**config.mk**
```make
export PLATFORM = sky130hd
export DESIGN_NAME = bpfa_ctrl
export DESIGN_NICKNAME = d
export VERILOG_FILES = /design/src/bpfa_pkg.sv /design/src/bpfa_ctrl.sv
export SDC_FILE = /design/constraint.sdc
export NUM_CORES = 1
export LEC_CHECK = 0
export BUFFER_PORTS_ARGS = -buffer_cell sky130_fd_sc_hd__buf_2
export CAP_MARGIN = 5
export CORE_MARGIN = 1.5
export CORE_UTILIZATION = 30
export CTS_CLUSTER_SIZE = 24
export DETAILED_ROUTE_END_ITERATION = 10
export GPL_TIMING_DRIVEN = 0
export HOLD_SLACK_MARGIN = 0.08
export SYNTH_ARGS = -nofsm -noshare
export SYNTH_HDL_FRONTEND = slang
export SYNTH_SLANG_ARGS = --single-unit
export TNS_END_PERCENT = 50
```
**constraint.sdc**
```tcl
create_clock -name clk -period 2.2 [get_ports clk]
set_input_delay 0.44 -clock clk [delete_from_list [all_inputs] [get_ports clk]]
set_output_delay 0.44 -clock clk [all_outputs]
set_load 0.005 [all_outputs]
```
**src/bpfa_pkg.sv**
```systemverilog
// Shared types and constants for the bitmap page frame allocator.
// No dependencies; bpfa_ctrl, bpfa_dp, the top level and the testbench import this package.
package bpfa_pkg;

	localparam int PAGE_SHIFT  = 12;
	localparam int PAGE_NUM_W  = 32 - PAGE_SHIFT;
	localparam int MAX_REGIONS = 32;
	localparam int REG_IDX_W   = 5;
	localparam int RCNT_W      = 6;
	localparam int CNT_W       = 16;
	localparam int PIDX_W      = 15;
	localparam int WORD_AW     = 10;
	localparam int WORDS       = 1024;
	localparam int BIT_W       = 5;
	localparam logic [CNT_W-1:0]      MAX_PAGES = 16'd32768;
	localparam logic [PAGE_NUM_W-1:0] LOW_PAGE  = 20'd256;
	localparam logic [31:0]           KIMG_RST  = 32'h0010_0000;

	typedef enum logic [2:0] {
		OPC_ADD   = 3'd0,
		OPC_FIN   = 3'd1,
		OPC_ALLOC = 3'd2,
		OPC_MARK  = 3'd3,
		OPC_FREE  = 3'd4
	} opcode_t;

	typedef enum logic [1:0] {
		ST_DONE   = 2'd0,
		ST_REJECT = 2'd1,
		ST_IGNORE = 2'd2
	} status_t;

	typedef enum logic {
		CFG_KSTART = 1'b0,
		CFG_KEND   = 1'b1
	} cfg_idx_t;

	typedef enum logic [3:0] {
		OP_NONE, OP_LOAD, OP_WALK, OP_ADD_PUT, OP_SPLIT, OP_NUM_INIT, OP_NUM,
		OP_CLEAR, OP_SCAN_RD, OP_SCAN, OP_BIT, OP_MAP, OP_MARK_RD, OP_MARK_WR,
		OP_SET_WR
	} dp_op_t;

	typedef struct packed {
		logic [2:0]  opcode;
		logic [31:0] region_start;
		logic [31:0] region_end;
		logic [15:0] block_count;
		logic [31:0] page_addr;
	} req_t;

	typedef struct packed {
		dp_op_t  op;
		logic    res_en;
		status_t res_code;
	} dp_cmd_t;

	typedef struct packed {
		opcode_t opc;
		logic    walk_end;
		logic    add_empty;
		logic    overlap;
		logic    full;
		logic    w_zero;
		logic    w_ones;
		logic    hit32;
		logic    word_last;
		logic    bit_hit;
		logic    bit_last;
		logic    map_hit;
		logic    k_ok;
		logic    mark_last;
		logic    same;
		logic    alloc_bad;
		logic    set_bad;
	} dp_stat_t;

endpackage

```
**src/bpfa_ctrl.sv**
```systemverilog
// Controller state machine: sequences each request through the datapath.
// Depends on bpfa_pkg.
module bpfa_ctrl (
	input  logic               clk,
	input  logic               arst_n,
	input  logic               req_valid,
	output logic               req_ready,
	output logic               rsp_valid,
	input  logic               rsp_ready,
	input  bpfa_pkg::dp_stat_t stat,
	output bpfa_pkg::dp_cmd_t  cmd
);
	import bpfa_pkg::*;

	typedef enum logic [13:0] {
		S_IDLE    = 14'b00000000000001,
		S_DECODE  = 14'b00000000000010,
		S_ADD     = 14'b00000000000100,
		S_SPLIT   = 14'b00000000001000,
		S_NUM     = 14'b00000000010000,
		S_CLEAR   = 14'b00000000100000,
		S_SCAN_RD = 14'b00000001000000,
		S_SCAN    = 14'b00000010000000,
		S_BIT     = 14'b00000100000000,
		S_MAP     = 14'b00001000000000,
		S_MARK_RD = 14'b00010000000000,
		S_MARK_WR = 14'b00100000000000,
		S_SET_WR  = 14'b01000000000000,
		S_RESP    = 14'b10000000000000
	} state_t;

	state_t state_q, state_n;
	logic   is_alloc;

	assign req_ready = (state_q == S_IDLE);
	assign rsp_valid = (state_q == S_RESP);
	assign is_alloc  = (stat.opc == OPC_ALLOC);

	always_ff @(posedge clk or negedge arst_n) begin
		if (!arst_n) begin
			state_q <= S_IDLE;
		end else begin
			state_q <= state_n;
		end
	end

	always_comb begin
		state_n      = state_q;
		cmd.op       = OP_NONE;
		cmd.res_en   = 1'b0;
		cmd.res_code = ST_DONE;
		unique case (state_q)
			S_IDLE: begin
				if (req_valid) begin
					cmd.op  = OP_LOAD;
					state_n = S_DECODE;
				end
			end
			S_DECODE: begin
				unique case (stat.opc)
					OPC_ADD: begin
						if (stat.add_empty) begin
							cmd.res_en = 1'b1; cmd.res_code = ST_IGNORE; state_n = S_RESP;
						end else begin
							state_n = S_ADD;
						end
					end
					OPC_FIN: state_n = S_SPLIT;
					OPC_ALLOC: begin
						if (stat.alloc_bad) begin
							cmd.res_en = 1'b1; cmd.res_code = ST_REJECT; state_n = S_RESP;
						end else begin
							state_n = S_SCAN_RD;
						end
					end
					OPC_MARK, OPC_FREE: begin
						if (stat.set_bad) begin
							cmd.res_en = 1'b1; cmd.res_code = ST_IGNORE; state_n = S_RESP;
						end else begin
							state_n = S_MAP;
						end
					end
					default: begin
						cmd.res_en = 1'b1; cmd.res_code = ST_IGNORE; state_n = S_RESP;
					end
				endcase
			end
			S_ADD: begin
				priority if (stat.walk_end) begin
					cmd.res_en = 1'b1;
					state_n    = S_RESP;
					if (stat.full) begin
						cmd.res_code = ST_REJECT;
					end else begin
						cmd.op = OP_ADD_PUT;
					end
				end else if (stat.overlap) begin
					cmd.res_en = 1'b1; cmd.res_code = ST_REJECT; state_n = S_RESP;
				end else begin
					cmd.op = OP_WALK;
				end
			end
			S_SPLIT: begin
				if (stat.walk_end) begin
					cmd.op  = OP_NUM_INIT;
					state_n = S_NUM;
				end else begin
					cmd.op = OP_SPLIT;
				end
			end
			S_NUM: begin
				if (stat.walk_end) begin
					state_n = S_CLEAR;
				end else begin
					cmd.op = OP_NUM;
				end
			end
			S_CLEAR: begin
				cmd.op = OP_CLEAR;
				if (stat.word_last) begin
					cmd.res_en = 1'b1; state_n = S_RESP;
				end
			end
			S_SCAN_RD: begin
				cmd.op  = OP_SCAN_RD;
				state_n = S_SCAN;
			end
			S_SCAN: begin
				cmd.op = OP_SCAN;
				priority if (stat.w_zero && stat.hit32) begin
					state_n = S_MAP;
				end else if (stat.w_zero || stat.w_ones) begin
					if (stat.word_last) begin
						cmd.res_en = 1'b1; cmd.res_code = ST_REJECT; state_n = S_RESP;
					end else begin
						state_n = S_SCAN_RD;
					end
				end else begin
					state_n = S_BIT;
				end
			end
			S_BIT: begin
				cmd.op = OP_BIT;
				priority if (stat.bit_hit) begin
					state_n = S_MAP;
				end else if (stat.bit_last) begin
					if (stat.word_last) begin
						cmd.res_en = 1'b1; cmd.res_code = ST_REJECT; state_n = S_RESP;
					end else begin
						state_n = S_SCAN_RD;
					end
				end else begin
					state_n = S_BIT;
				end
			end
			S_MAP: begin
				cmd.op = OP_MAP;
				priority if (stat.walk_end) begin
					cmd.res_en   = 1'b1;
					cmd.res_code = is_alloc ? ST_REJECT : ST_IGNORE;
					state_n      = S_RESP;
				end else if (stat.map_hit) begin
					if (is_alloc || stat.k_ok) begin
						state_n = S_MARK_RD;
					end else begin
						cmd.res_en = 1'b1; cmd.res_code = ST_IGNORE; state_n = S_RESP;
					end
				end else begin
					state_n = S_MAP;
				end
			end
			S_MARK_RD: begin
				cmd.op  = OP_MARK_RD;
				state_n = is_alloc ? S_MARK_WR : S_SET_WR;
			end
			S_MARK_WR: begin
				cmd.op = OP_MARK_WR;
				if (stat.mark_last) begin
					cmd.res_en = 1'b1; state_n = S_RESP;
				end else begin
					state_n = S_MARK_RD;
				end
			end
			S_SET_WR: begin
				cmd.op       = OP_SET_WR;
				cmd.res_en   = 1'b1;
				cmd.res_code = stat.same ? ST_IGNORE : ST_DONE;
				state_n      = S_RESP;
			end
			S_RESP: begin
				if (rsp_ready) begin
					state_n = S_IDLE;
				end
			end
			default: state_n = S_IDLE;
		endcase
	end
endmodule

```
==> results.toml <==
[run_status]
outcome = "finished with violations"
violations = "negative setup slack"

[final_layout]
syn_to_final_growth_pct = 48.6
top_register = "state_q"
reg.largest.list = "state_q x14"
fillCellCount = 433
drive_above_1_share = 0.498
largest_reg_flops = 14
antenna_cells = 0
finish.net_count = 265

[grt]
use_met1 = 0.256
grt_most_used_layer = "met2"
grt_use_total = 0.192
antenna_found_initial = 0
grt_first_pass_wirelength_mm = 7.77
first_global_vias = 1568
grt_overflow_total = 0
use_met2 = 0.326
grt_util_met3 = 0.0403
grt_max_degree = 15

[drt]
wl_mm = 4.84
dr.pass1.iters = 4
drc = 0
via_count = 1649
wire_per_inst_um = 16.5
drt.antenna.violating_nets = 0
viasPerCell = 5.63
drtIter0Drc = 126

[synthesis]
syn_area_um2 = 1440
ys_seq_elements = 14
synth-edff-count = 0
synth_top_area_share = 0.226
yosysMostFrequentCell = "dfrtp_1"
yosysUniqueCellTypes = 61
syn_inst = 172
syn_area_per_cell_um2 = 8.35
syn_nets = 195
yosys.area.top_type = "dfrtp_1"
synth_area_leaders = "dfrtp_1 (23%), nor3_1 (3.1%), nand2_1 (3.1%)"
synthTopCellsByCount = "dfrtp_1 (13), nand2_1 (12), nor2_1 (12)"
synth-async-reset-ratio = 1.00
yosysSeqAreaShare = 0.245
ys.flop_type = "dfrtp_1"
yosys_warnings = 0

[timing]
rsz0062_at_grt = "true"
max_slew.worst_pin.slew_ns = 0.497
period_minus_slack_ns = 2.61
slew_viol_final = 0
hold_viol = 0
fin_ws_ns = -0.414
max_freq_ghz = 0.382
timing.slew.headroom = 0.668
finalClockSkew_ns = 0.00301
timing.final.crit_share = 1.19
finalSetupViolCount = 10
setup-tns-final_ns = -3.02

[worst_setup_path]
required_ns = 1.76
cp-start-kind = "flip-flop"
end_kind = "output pin"
critPathKind = "reg2out"
r2r-start = "state_q[4]"
reg2reg_slack_ns = -0.37
r2r-end = "state_q[2]"
crit_fanout = 4
arrival_ns = 2.17
worstRegToRegCells = 11

[die]
num_rows = 24
coreArea_um2 = 4470
die_h_um = 72.2
io_pins = 32
die_w_um = 72.2
initial_utilization = 0.321
die_area_um2 = 5210

[clocking]
cts_made_buffers = 3
cts_htree_levels = 1
hold_buffers = 0
clk_latency_ns = 0.25
cts-root-buf = "clkbuf_8"
cts_buffer_depth = 2
cts.sinks = 14
clkSlewWorstSetupHoldPaths_ns = 0.06
cts_tree = "yes"

[placement]
post-dp-hpwl_mm = 3.18
globalplace.congestion = 0.881
io_buffers = 29

[power_and_ir_drop]
vdd_drop_max_uv = 276
pwr_density_cell_nw_per_um2 = 684
total_power_mw = 1.46
leakage_nw = 0.965

[worst_hold_path]
min_path_type = "in2async"

[flow_run]
drv_cap = 0
## how the worst max path moves through the flow
| stage | from | to | cells after the start |
|---|---|---|---|
| 3_3_place_gp | state_q[4] | cmd[2] | 7 |
| 3_5_place_dp | state_q[4] | cmd[1] | 7 |
| 4_1_cts | state_q[4] | cmd[3] | 7 |
| 5_1_grt | state_q[4] | cmd[3] | 7 |
| 2_1_floorplan | state_q[3] | cmd[4] | 6 |
| 6_report | state_q[4] | cmd[3] | 6 |
## critical path, stage by stage, from the launching register on
cell     delay, ns
dfrtp_1       0.41
or4_4         0.56
nor4b_4       0.40
nand2_2       0.13
nor3b_2       0.20
or4_1         0.12
buf_2         0.10
## what timing repair did
action,4_1_cts,5_1_grt
gates cloned,0,0
pin swaps,14,14
buffers inserted,32,9
endpoints found under the setup margin,10,10
gates resized for setup,30,7
## placed cells by master (no fill, tap or decap), types with 3 or more instances in the layout
master / n
a21oi_1: 5
dfrtp_2: 3
clkbuf_8: 3
o21ai_0: 6
nor4_4: 3
dfrtp_1: 10
or3_1: 3
buf_6: 7
buf_2: 35
nand4b_1: 3
or2_2: 3
xor2_1: 3
nand4_1: 4
nor3_1: 9
o32ai_1: 3
inv_1: 6
nor2_1: 10
nand3_1: 4
nand2_1: 11
xnor2_1: 5
buf_4: 34
nor3b_1: 3
## routing by layer
layer	routed length [um]	share of wire
met4	35	0.0072
met5	0	0
met1	2150	0.44
met3	334	0.069
met2	2330	0.48
## report_power, final
group / switching [mW] / internal [mW] / total (mW)
combinational: 0.441 / 0.447 / 0.888
clock: 0.0972 / 0.128 / 0.226
sequential: 0.0546 / 0.292 / 0.347
total: 0.593 / 0.867 / 1.46
## final cells by class
| cell class | count | area, um^2 | area share |
|---|---|---|---|
| flip-flops and latches | 14 | 355 | 0.166 |
| well taps | 52 | 65.1 | 0.0305 |
| multi-input cells | 139 | 1110 | 0.522 |
| plain buffers | 9 | 56.3 | 0.0264 |
| clock buffers | 4 | 45.0 | 0.0211 |
| inverters | 6 | 22.5 | 0.0106 |
| repair buffers | 69 | 477 | 0.223 |
## logic make-up after synthesis
kind of cell / share of synthesized area
XOR/XNOR: 0.0488
AND/OR/NAND/NOR: 0.410
multiplexers: 0.0296
buffers and inverters: 0.0662
flip-flops: 0.245
AO/OA/AOI/OAI: 0.200
## through the flow
stage / std cells / cell area, um^2 / hold WS [ns] / utilization / worst slack (ns)
final: 293 / 2130 / 0.0907 / 0.477 / -0.414
after global routing: 293 / 2130 / 0.110 / 0.477 / -0.544
after CTS: 286 / 2060 / 0.101 / 0.460 / -0.483
after detailed placement: 253 / 1650 / 0.367 / 0.368 / -0.442
after global placement: 253 / 1650 / 0.367 / 0.368 / -0.432
after floorplan: 172 / 1440 / 0.144 / - / 0.00267
Power figures use the tool's default switching activity.
